<file path="src/hdl/assert_macros.svh">
// ----------------------------------------------------------------------------
// Assertion macros
// Shared concurrent assertion forms; clk_i and rst_ni must be in scope.
// ----------------------------------------------------------------------------
`ifndef ASSERT_MACROS_SVH
`define ASSERT_MACROS_SVH

// property must hold at every rising clock edge out of reset
`define SPQ_ASSERT(label, prop, msg) \
  label: assert property (@(posedge clk_i) disable iff (!rst_ni) (prop)) else $error(msg);

// expression must never be true out of reset
`define SPQ_ASSERT_NEVER(label, expr, msg) \
  `SPQ_ASSERT(label, !(expr), msg)

`endif

</file>
<file path="src/hdl/spq_pkg.sv">
// ----------------------------------------------------------------------------
// spq_pkg
// Types and constants of the sorted priority queue.
// ----------------------------------------------------------------------------
`default_nettype none

package spq_pkg;

  localparam int CAPACITY = 16;
  localparam int CNT_W    = $clog2(CAPACITY + 1);
  localparam int OCC_W    = 5;

  localparam logic ACT_INSERT = 1'b0;
  localparam logic ACT_REMOVE = 1'b1;

  localparam logic [1:0] STAT_OK    = 2'd0;
  localparam logic [1:0] STAT_FULL  = 2'd1;
  localparam logic [1:0] STAT_EMPTY = 2'd2;

  typedef struct packed {
    logic [7:0] symbol;
    logic [7:0] prio;
  } entry_t;

  typedef struct packed {
    logic [7:0]       symbol_out;
    logic [7:0]       priority_out;
    logic [1:0]       status;
    logic [OCC_W-1:0] occupancy;
  } result_t;

  typedef struct packed {
    logic load;  // capture the incoming transaction
    logic exec;  // apply it to the queue and register the result
  } cmd_t;

  typedef enum logic {
    ST_IDLE,
    ST_EXEC
  } state_e;

endpackage

`default_nettype wire

</file>
<file path="src/hdl/spq_dpath.sv">
// ----------------------------------------------------------------------------
// spq_dpath
// Row of sorted entry cells, input capture and result register.
// ----------------------------------------------------------------------------
`default_nettype none

`include "assert_macros.svh"

module spq_dpath import spq_pkg::*; (
  input  wire logic       clk_i,
  input  wire logic       rst_ni,
  input  wire cmd_t       cmd_i,
  input  wire logic       action_i,
  input  wire logic [7:0] symbol_i,
  input  wire logic [7:0] priority_i,
  output result_t         res_o
);

  entry_t             entries_q [CAPACITY];
  entry_t             entries_d [CAPACITY];
  logic [CNT_W-1:0]   count_q, count_d;
  logic [CNT_W-1:0]   count_inc;
  logic               act_q;
  logic [7:0]         sym_q, pri_q;
  result_t            res_q, res_d;
  logic [CAPACITY-1:0] gt, gt_prev;
  logic               full, empty;
  logic               ins_ok;
  logic               head_ordered;

  // every held entry with a larger priority number moves back one cell
  always_comb begin
    for (int i = 0; i < CAPACITY; i++) begin
      gt[i] = (CNT_W'(i) < count_q) && (entries_q[i].prio > pri_q);
    end
    gt_prev = {gt[CAPACITY-2:0], 1'b0};
  end

  assign full      = (count_q == CNT_W'(CAPACITY));
  assign empty     = (count_q == '0);
  assign count_inc = count_q + 1'b1;

  always_comb begin
    logic [31:0] cnt_ext;
    entries_d = entries_q;
    count_d   = count_q;
    res_d     = '0;
    if (cmd_i.exec) begin
      if (act_q == ACT_INSERT) begin
        if (full) begin
          res_d.status = STAT_FULL;
        end else begin
          for (int i = 0; i < CAPACITY; i++) begin
            if (gt_prev[i]) begin
              entries_d[i] = entries_q[(i > 0) ? i - 1 : 0];
            end else if (gt[i] || (CNT_W'(i) == count_q)) begin
              entries_d[i] = '{symbol: sym_q, prio: pri_q};
            end
          end
          count_d = count_inc;
        end
      end else begin
        if (empty) begin
          res_d.status = STAT_EMPTY;
        end else begin
          res_d.symbol_out   = entries_q[0].symbol;
          res_d.priority_out = entries_q[0].prio;
          for (int i = 0; i < CAPACITY - 1; i++) begin
            entries_d[i] = entries_q[i+1];
          end
          count_d = count_q - 1'b1;
        end
      end
    end
    cnt_ext         = 32'(count_d);
    res_d.occupancy = cnt_ext[OCC_W-1:0];
  end

  always_ff @(posedge clk_i or negedge rst_ni) begin
    if (!rst_ni) begin
      count_q <= '0;
    end else begin
      count_q <= count_d;
    end
  end

  always_ff @(posedge clk_i) begin
    for (int i = 0; i < CAPACITY; i++) begin
      entries_q[i] <= entries_d[i];
    end
    if (cmd_i.load) begin
      act_q <= action_i;
      sym_q <= symbol_i;
      pri_q <= priority_i;
    end
    if (cmd_i.exec) begin
      res_q <= res_d;
    end
  end

  assign res_o = res_q;

  assign ins_ok       = cmd_i.exec && (act_q == ACT_INSERT) && !full;
  assign head_ordered = (entries_q[0].prio <= entries_q[1].prio);

  `SPQ_ASSERT_NEVER(a_count_bound, count_q > CNT_W'(CAPACITY), "entry count above capacity")
  `SPQ_ASSERT(a_insert_grows, ins_ok |=> (count_q == $past(count_inc)), "insert did not grow")
  `SPQ_ASSERT(a_head_sorted, (count_q > CNT_W'(1)) |-> head_ordered, "front entry out of order")

endmodule

`default_nettype wire

</file>
<file path="src/hdl/spq_ctrl.sv">
// ----------------------------------------------------------------------------
// spq_ctrl
// Sequencer: capture a transaction, apply it once the result slot is free.
// ----------------------------------------------------------------------------
`default_nettype none

`include "assert_macros.svh"

module spq_ctrl import spq_pkg::*; (
  input  wire logic clk_i,
  input  wire logic rst_ni,
  input  wire logic s_tvalid_i,
  output logic      s_tready_o,
  output logic      m_tvalid_o,
  input  wire logic m_tready_i,
  output cmd_t      cmd_o
);

  state_e state_q, state_d;
  logic   out_valid_q, out_valid_d;
  logic   out_free;

  assign out_free = !out_valid_q || m_tready_i;

  always_comb begin
    state_d = state_q;
    case (state_q)
      ST_IDLE: begin
        if (s_tvalid_i) state_d = ST_EXEC;
      end
      ST_EXEC: begin
        if (out_free) state_d = ST_IDLE;
      end
      default: state_d = ST_IDLE;
    endcase
  end

  always_comb begin
    s_tready_o = 1'b0;
    cmd_o      = '0;
    case (state_q)
      ST_IDLE: begin
        s_tready_o = 1'b1;
        cmd_o.load = s_tvalid_i;
      end
      ST_EXEC: begin
        cmd_o.exec = out_free;
      end
      default: ;
    endcase
  end

  // hold the result until taken; a new one may replace it on the same edge
  always_comb begin
    out_valid_d = out_valid_q;
    if (cmd_o.exec) begin
      out_valid_d = 1'b1;
    end else if (m_tready_i) begin
      out_valid_d = 1'b0;
    end
  end

  always_ff @(posedge clk_i or negedge rst_ni) begin
    if (!rst_ni) begin
      state_q     <= ST_IDLE;
      out_valid_q <= 1'b0;
    end else begin
      state_q     <= state_d;
      out_valid_q <= out_valid_d;
    end
  end

  assign m_tvalid_o = out_valid_q;

  `SPQ_ASSERT(a_exec_free, cmd_o.exec |-> (!out_valid_q || m_tready_i), "result overwritten before taken")
  `SPQ_ASSERT(a_load_exec, cmd_o.load |=> (state_q == ST_EXEC), "captured transaction not applied")

endmodule

`default_nettype wire

</file>
<file path="src/hdl/sorted_priority_queue.sv">
// ----------------------------------------------------------------------------
// sorted_priority_queue
// Bounded priority queue of byte symbols, smallest priority number in front.
// ----------------------------------------------------------------------------
//  channel   dir  tdata (low bit up)                         tuser
//  s_axis    in   symbol_in[7:0] priority_in[15:8]           action
//  m_axis    out  symbol_out[7:0] priority_out[15:8]         -
//                 status[17:16] occupancy[22:18]
//
//  Each transaction is first captured, then applied in a step in which every
//  entry cell compares and shifts in parallel. A result waits in the output
//  register; a new transaction is captured meanwhile and is applied as soon
//  as that register is taken. Reset empties the queue at once.
// ----------------------------------------------------------------------------
`default_nettype none

module sorted_priority_queue import spq_pkg::*; (
  input  wire logic        clk_i,
  input  wire logic        rst_ni,
  input  wire logic        s_axis_tvalid,
  output logic             s_axis_tready,
  input  wire logic [15:0] s_axis_tdata,   // symbol_in, priority_in
  input  wire logic        s_axis_tuser,   // action
  output logic             m_axis_tvalid,
  input  wire logic        m_axis_tready,
  output logic [23:0]      m_axis_tdata    // symbol_out, priority_out, status, occupancy
);

  cmd_t    cmd;
  result_t res;

  spq_ctrl u_ctrl (
    .clk_i      (clk_i),
    .rst_ni     (rst_ni),
    .s_tvalid_i (s_axis_tvalid),
    .s_tready_o (s_axis_tready),
    .m_tvalid_o (m_axis_tvalid),
    .m_tready_i (m_axis_tready),
    .cmd_o      (cmd)
  );

  spq_dpath u_dpath (
    .clk_i      (clk_i),
    .rst_ni     (rst_ni),
    .cmd_i      (cmd),
    .action_i   (s_axis_tuser),
    .symbol_i   (s_axis_tdata[7:0]),
    .priority_i (s_axis_tdata[15:8]),
    .res_o      (res)
  );

  assign m_axis_tdata = {1'b0, res.occupancy, res.status, res.priority_out, res.symbol_out};

endmodule

`default_nettype wire
</file>
<file path="config.mk">
export PLATFORM = sky130hd
export DESIGN_NAME = sorted_priority_queue
export DESIGN_NICKNAME = d
export VERILOG_FILES = /design/src/hdl/spq_pkg.sv /design/src/hdl/spq_dpath.sv /design/src/hdl/spq_ctrl.sv /design/src/hdl/sorted_priority_queue.sv
export VERILOG_INCLUDE_DIRS = /design/src /design/src/hdl
export SDC_FILE = /design/constraint.sdc
export NUM_CORES = 1
export LEC_CHECK = 0
export ABC_AREA = 1
export BUFFER_PORTS_ARGS = -buffer_cell sky130_fd_sc_hd__buf_4
export CAP_MARGIN = 5
export CORE_MARGIN = 5
export CORE_UTILIZATION = 50
export CTS_BUF_LIST = sky130_fd_sc_hd__clkbuf_4 sky130_fd_sc_hd__clkbuf_8
export DETAILED_ROUTE_END_ITERATION = 10
export PLACE_DENSITY = 0.66
export SKIP_LAST_GASP = 1
export SYNTH_ARGS = -nofsm -noshare
export SYNTH_HDL_FRONTEND = slang
export SYNTH_SLANG_ARGS = --single-unit
</file>
<file path="constraint.sdc">
create_clock -name clk_i -period 3.85 [get_ports clk_i]
set_input_delay 0.1925 -clock clk_i [delete_from_list [all_inputs] [get_ports clk_i]]
set_output_delay 0.1925 -clock clk_i [all_outputs]
set_load 0.02 [all_outputs]
</file>
* Yosys cells after proc, flatten, opt, wreduce, memory -nomap -nowiden
Cells that the tools add are included.
Word-level totals: flip-flop bits (word level) 303, bits in latches 0, bits in writable memories 0, memory bits (read-only) 0, input port bits 21, memories kept 0
Cells by class: add/sub/neg operators 2, multipliers 0, div/mod/pow operators 0, magnitude comparators 32, eq/ne operators 18, shift-type cells 0, mux-type cells 49, bitwise logic cells 3, reductions and logical operators 69
Operators by type and width (count):
- 16-bit two-way mux | 31
- 240-bit two-way mux | 2
- 256-bit two-way mux | 1
- 8-bit > comparator | 16
- 4-bit AND reduction | 16
- 3-bit nonzero test | 14
- 4-bit by 5-bit equality test with 1-bit output (first input constant) | 8
- 4-bit by 5-bit < comparator with 1-bit output (first input constant) | 8
- 3-bit by 5-bit equality test with 1-bit output (first input constant) | 4
- 3-bit by 5-bit < comparator with 1-bit output (first input constant) | 4
- 5-bit two-way mux | 4
- 1-bit logical OR | 17
- 1-bit logical AND | 16
- 2-bit by 5-bit equality test with 1-bit output (first input constant) | 2
- 1-bit by 5-bit < comparator with 1-bit output (first input constant) | 2
- 2-bit by 5-bit < comparator with 1-bit output (first input constant) | 2
- 1-bit two-way mux | 8
- 2-bit nonzero test | 3
- 5-bit by 1-bit adder with 5-bit output (second input constant) | 1
- 1-bit by 5-bit equality test with 1-bit output (first input constant) | 1
- 5-bit equality test (second input constant) | 1
- 5-bit zero test | 1
- 5-bit by 1-bit subtractor with 5-bit output (second input constant) | 1
- 2-bit two-way mux | 2
- 6 further kinds | 8

* Longest topological paths before layout
Gate-level depths: netlist of the first run.
depth in word-level cells 7, gate-level depth with buffers 14, mapped depth without buffers 13

* By module
From an unflattened synthesis of the first run, not the netlist that was laid out.
Unflattened totals: cell total of the unflattened synthesis 2469, area total of the unflattened synthesis 19545.0 µm²
Modules (own cells, without submodules):
- spq_dpath | instances 1, cells each 2455, area each 19433.6 µm², sequential area each 9013.6 µm²
- spq_ctrl | instances 1, cells each 12, area each 100.1 µm², sequential area each 50.0 µm²
- sorted_priority_queue | instances 1, cells each 2, area each 11.3 µm², sequential area each 0.0 µm²

* Worst setup path after synthesis of the first run
No wires, ideal clock.
path kind register -> register, start reg u_dpath.pri_q[3], end reg u_dpath.entries_q[176] (netlist name) (enable), setup time 389 ps, arrival 2942 ps, required time 3461 ps, path slack 519 ps, cell stages (with the launch flop) 12, path buffers 1, clock period less this slack 3331 ps, path through edfxtp_1 inv_1 clkbuf_1 ha_1 nand2_1 nor2_1 and2_1 nor2_4 nand2_2 nand2_1 nor2_1 nor2_1
Between the ends: cells in the longest elaborated chain, start to end 5
Ends and longest elaborated chain:
- start: declaration | line spq_dpath.sv:24 | logic [7:0] sym_q, pri_q;
- start signal: assignment | line spq_dpath.sv:94 | pri_q <= priority_i;
- 8-bit > comparator | line spq_dpath.sv:34 | gt[i] = (CNT_W'(i) < count_q) && (entries_q[i].prio > pri_q);
- 1-bit logical AND | line spq_dpath.sv:34
- 1-bit logical OR | line spq_dpath.sv:56 | end else if (gt[i] || (CNT_W'(i) == count_q)) begin
- 3-bit nonzero test (no source line) *
- 4-bit AND reduction (no source line) *
- end signal: indexed assignment | line spq_dpath.sv:89 | entries_q[i] <= entries_d[i];
- end: declaration | line spq_dpath.sv:19 | entry_t entries_q [CAPACITY];
Every way passes the cells marked *; elsewhere a longest branch is shown, timed or not. A chain may end at the register's enable or synchronous reset.

* Worst setup path after layout of the first run
start reg u_dpath.pri_q[7], end reg u_dpath.entries_q[201] (netlist name) (enable)
Same word-level chain as after synthesis.

==> flow_summary.ini, run 1 <==
[run_status]
outcome = completed

[timing]
fin_setup_tns_ps = 0
rsz0062_at_grt = no
holdWs_ps = 240
max_freq_mhz = 299
hold_viol_final = 0
min_period_ps = 3350
worst_pin_slew_ps = 1290
setup_violations = 0
slew_violations = 0
maxSlewHeadroom = 0.139
fin_crit_sh = 0.870
clock_skew_ps = 28.3

[yosys]
synth_nets = 2683
netlist_area_um2 = 19800
synth_edf_count = 296
synthCells = 2529
seq_area_frac_synth = 0.458
yosys_warnings = 0
ys_seq_elements = 303
yosysUniqueCellTypes = 40
synthArstFlopShare = 0.0231
syn_avg_cell_area_um2 = 7.82
ys.flop_type = edfxtp_1

[placement]
dp_hpwl_um = 41700
gp_congestion = 0.950
place_area_um2 = 20700
port_buffers = 45

[grt]
grt_pass1_vias = 17053
grt_start_max_net_pins = 227
grt_pass1_wl_um = 93700
grt-ovfl-total = 0
antenna_found_initial = 0
grt_usage = 0.270

[clock_network]
cts_resized = 0
root_buffer = clkbuf_8
post-cts-setup-buffer-count = 0
clkSinkCount = 303
cts_tree = yes
holdBufCountCts = 21
clk_pin_slew_worst_paths_ps = 60
clk_path_buf_depth = 3
cts_buffers = 54
clk_latency_ps = 670
htreeDepth = 2

[power]
clock_power_share = 0.151
p_switching_mw = 9.43
leakage_nw = 11.0
p_sw_frac = 0.467
ir_drop_uv = 440
p_seq_frac = 0.357
pwr-share-comb = 0.492
power.density_nw_per_um2 = 919
p_int_mw = 10.7

[run]
max_cap_violations = 0

[final_layout]
drive_gt1_frac = 0.0935
syn_to_final_growth_pct = 10.9
fin_nets = 2752
diodes = 0
fin_area_um2 = 21900

[worst_setup_path]
cp_data_required_time_ps = 4190
criticalPathCategory = reg -> reg
cp.arrival_ps = 3690
cp-end-kind = flop
start_kind = flop
crit_fanout = 17

[route]
routed_wl_um = 60300
drt_first_pass_iters = 6
ant_nets = 0
drc_errors = 0
vias = 17515
viasPerCell = 5.54
drt-initial-drc-count = 1609
wl_per_cell_um = 19.1

[floorplanning]
die_h_um = 209
dieArea_um2 = 43600
die_x_um = 209
core_area_um2 = 38900
start_util = 0.508
io_pins = 47
rows = 72

[hold_path]
hold_class = in -> reg
==> worst max-delay path, stage by stage, from the launching register on <==
cell,delay [ps]
edfxtp_1,380
inv_1,410
buf_4,330
buf_4,160
ha_1,150
nand2_1,70
nor2_1,150
nand2_1,70
nand2_1,380
nand2_2,320
nand2_1,170
nor2_1,50
nor2_1,100
buf_4,250
==> layout by cell type, fill, tap and decap left out, types with 2 or more instances in the layout <==
master / instances
a31oi_1: 2
nor2_1: 108
inv_2: 11
nand4_1: 3
a21oi_4: 3
nor3_1: 3
nand2_2: 15
clkinv_2: 9
ha_1: 133
inv_1: 319
nand2_1: 947
nor2_4: 3
clkbuf_8: 55
nand3_1: 454
and2_1: 2
a21oi_1: 38
inv_6: 3
o21ai_0: 8
buf_4: 105
nor2_2: 2
nand2_4: 6
clkinv_1: 14
xor2_1: 3
edfxtp_1: 296
buf_12: 6
a21oi_2: 3
dfrtp_1: 7
dlygate4sd3_1: 21
a21o_1: 15
clkbuf_4: 19
o22ai_1: 16
==> path summary, 6_finish.rpt <==
| path | from | to | cells past startpoint | slack [ps] |
|---|---|---|---|---|
| worst max-delay path | u_dpath.pri_q[7] | u_dpath.entries_q[201] | 13 | 500 |
| worst min-delay path | s_axis_tdata[14] | u_dpath.pri_q[6] | 2 | 240 |
| worst max register to register | u_dpath.pri_q[7] | u_dpath.entries_q[201] | 13 | 500 |
| worst min register to register | u_dpath.entries_q[9] | u_dpath.entries_q[25] | 2 | 530 |
| max in group asynchronous | rst_ni | u_ctrl.state_q | 3 | 2980 |
| min in group asynchronous | rst_ni | u_dpath.count_q[3] | 3 | 570 |
==> per-layer routing <==
layer,vias to the layer above,routed length (µm),GRT usage
li1,8362,-,-
met4,0,2450,0.109
met2,737,28500,0.444
met1,8238,24400,0.349
met3,178,4890,0.0573
met5,-,0,0
==> synthesized netlist by cell type, types with 6 or more instances <==
cell type / n / area [µm²]
nand2_1: 947 / 3550
nand3_1: 454 / 2270
inv_1: 319 / 1200
edfxtp_1: 296 / 8890
ha_1: 133 / 1660
nor2_1: 108 / 405
clkbuf_1: 51 / 191
a21oi_1: 38 / 190
buf_2: 24 / 120
buf_4: 23 / 173
o22ai_1: 16 / 100
a21o_1: 15 / 113
nand2_2: 15 / 93.8
buf_6: 12 / 135
inv_2: 12 / 45.0
buf_1: 9 / 33.8
o21ai_0: 8 / 40.0
dfrtp_1: 7 / 175
nand2_4: 6 / 67.6
==> cell type report <==
cell class,instances,area (µm²)
Clock buffer,74,900
Clock inverter,26,145
Fill cell,3631,17000
Inverter,332,1250
Multi-Input combinational cell,1775,8820
Sequential cell,303,9060
Tap cell,518,648
Timing Repair Buffer,132,1120
==> flip-flops by register name (all words and copies together) (netlist names) <==
signal and cells:
u_dpath.act_q 1, u_ctrl.state_q 1, u_dpath.res_o 23, u_dpath.pri_q 8, u_dpath.entries_q 256, u_dpath.sym_q 8
u_dpath.count_q 5, u_ctrl.m_tvalid_o 1
==> stage by stage <==
step                      utilization  power (mW)  cells  worst slack (ps)
final                           0.564        20.2   3160               501
after CTS                       0.564        20.1   3159               430
after floorplan                     -        13.9   2529               519
after detailed placement        0.532        17.0   3038               462
after global routing            0.564        21.7   3160               156
after global placement          0.532        16.7   3038               568
==> kinds of logic after synthesis <==
| family | share of synthesized area |
|---|---|
| AOI/OAI and AO/OA | 0.0304 |
| buffers and inverters | 0.0961 |
| other | 0.000190 |
| xor gates and xnor gates | 0.00133 |
| adders and majority gates | 0.0841 |
| and+or+nand+nor | 0.330 |
| DFF | 0.458 |
==> power by group through the flow <==
stage / registers (mW) / clock network, mW / logic [mW]
floorplan: 6.77 / 0 / 7.14
global placement: 7.20 / 0 / 9.50
detailed placement: 7.19 / 0 / 9.79
CTS: 7.15 / 3.07 / 9.85
global route: 7.30 / 3.22 / 11.2
finish: 7.20 / 3.04 / 9.94
No activity file was read; power rests on OpenSTA's default activity.
==> run 2: changes to the inputs <==
==> constraint.sdc (replaced) <==
create_clock -name clk_i -period 3.85 [get_ports clk_i]
set_input_delay 0.77 -clock clk_i [delete_from_list [all_inputs] [get_ports clk_i]]
set_output_delay 0.77 -clock clk_i [all_outputs]
set_load 0.02 [all_outputs]
==> flow_summary.ini, run 2 (same netlist as run 1, synthesis figures left out) <==
[run_status]
outcome = completed

[route]
drt_first_pass_iters = 7
ant_nets = 0
routed_wl_um = 58900
drc_errors = 0
drt-initial-drc-count = 1593
viasPerCell = 5.52
wl_per_cell_um = 18.7
vias = 17342

[timing]
rsz0062_at_grt = no
min_period_ps = 3170
hold_viol_final = 0
setup_violations = 0
fin_crit_sh = 0.824
slew_violations = 0
clock_skew_ps = 23.2
maxSlewHeadroom = 0.183
fin_setup_tns_ps = 0
worst_pin_slew_ps = 1220
holdWs_ps = 293
max_freq_mhz = 315

[worst_setup_path]
critPathCapture = u_dpath.entries_q[191]
cp.arrival_ps = 3500
cp-end-kind = flop
startpoint = u_dpath.pri_q[6]
cp_data_required_time_ps = 4180
rrSetupSlack_ps = 680
r2r_end = u_dpath.entries_q[191]
crit_fanout = 18
start_kind = flop
r2r-start = u_dpath.pri_q[6]
criticalPathCategory = reg -> reg
rr_worst_depth = 12

[power]
power.density_nw_per_um2 = 932
power_mw = 20.3
clock_power_share = 0.161
leakage_nw = 10.9
pwr-share-comb = 0.485
p_seq_frac = 0.353
p_int_mw = 11.0
p_sw_frac = 0.460
p_switching_mw = 9.35
ir_drop_uv = 418

[floorplanning]
dieArea_um2 = 43600
io_pins = 47
start_util = 0.508
rows = 72
core_area_um2 = 38900
die_x_um = 209
die_h_um = 209

[run]
max_cap_violations = 0

[grt]
antenna_found_initial = 0
grt_usage = 0.266
grt_pass1_vias = 17213
grt_pass1_wl_um = 93000
grt_start_max_net_pins = 107
grt-ovfl-total = 0

[clock_network]
clk_path_buf_depth = 3
htreeDepth = 2
cts_tree = yes
clkSinkCount = 303
clk_latency_ps = 650
clk_pin_slew_worst_paths_ps = 70
cts_buffers = 55
post-cts-setup-buffer-count = 0
root_buffer = clkbuf_8

[placement]
port_buffers = 45
dp_hpwl_um = 41700
dp.cells = 3038
gp_congestion = 0.935

[final_layout]
regArea_um2 = 9060
drive_gt1_frac = 0.0957
final_cell_mix = nand2_1 (947), nand3_1 (454), inv_1 (319)
largest_register_ffs = 256
syn_to_final_growth_pct = 10.2
fin_util = 0.560
multiInputGateArea_um2 = 8820
finalNonFillerCells = 3141
largest_register = u_dpath.entries_q
fin_nets = 2733
diodes = 0
fillers = 3650
layout_commonest_cell = nand2_1

[hold_path]
hold_class = in -> reg
[run 2: cell count changes in the layout (fill, tap and decap cells not counted), sizes merged]
cell / before / now
dlygate4sd3: 21 / 1
bufinv: 1 / 5
clkbuf: 74 / 71
clkinvlp: 0 / 2
clkinv: 23 / 22
inv: 334 / 333
[run 2: final cells by class]
cell class / instances / share of cell area
clock buffers: 71 / 0.0402
clock inverters: 30 / 0.0125
inverters: 332 / 0.0575
multi-input cells: 1775 / 0.405
flip-flops and latches: 303 / 0.416
well taps: 518 / 0.0297
repair buffers: 112 / 0.0398
[run 2: metrics by stage]
step,instance area [µm²],setup slack (ps)
floorplan,19800,433
detailed placement,20600,632
finish,21800,677
global route,21800,408
global placement,20600,708
CTS,21800,583
[run 2: worst min path at each step]
stage                     slack (ps)            startpoint                    end  cells past startpoint
after floorplan                  470                rst_ni      u_ctrl.m_tvalid_o                      0
after global routing             260       s_axis_tdata[8]       u_dpath.pri_q[0]                      1
after global placement           500  u_dpath.entries_q[9]  u_dpath.entries_q[25]                      2
after detailed placement         520     u_ctrl.m_tvalid_o      u_ctrl.m_tvalid_o                      2
after CTS                        240       s_axis_tdata[7]       u_dpath.sym_q[7]                      1
final                            290       s_axis_tdata[8]       u_dpath.pri_q[0]                      1
[run 2: layer usage]
layer	routed length, µm	GRT usage
met5	0	0
met4	2020	0.0911
met3	4480	0.0571
met2	28600	0.452
met1	23800	0.338
[run 2: power groups by stage]
stage | combinational, mW | clock, mW | sequential [mW]
2_1_floorplan | 7.14 | 0 | 6.77
3_3_place_gp | 9.50 | 0 | 7.18
3_5_place_dp | 9.76 | 0 | 7.19
4_1_cts | 9.83 | 3.31 | 7.15
5_1_grt | 11.2 | 3.48 | 7.28
6_report | 9.86 | 3.28 | 7.18
[run 2: timing repair]
action                                 4_1_cts  5_1_grt
resized for setup                            0        0
endpoints found under the hold margin        7        0
hold buffers                                 1        0
[run 2: critical path: stages (launching register included)]
cell and delay, ps:
edfxtp_1 380, inv_1 270, buf_4 340, buf_4 200, ha_1 230, nand2_1 80
nor2_1 80, a21oi_4 390, nand2_2 320, nand2_1 160, nor2_1 50, nor2_1 90
buf_4 250
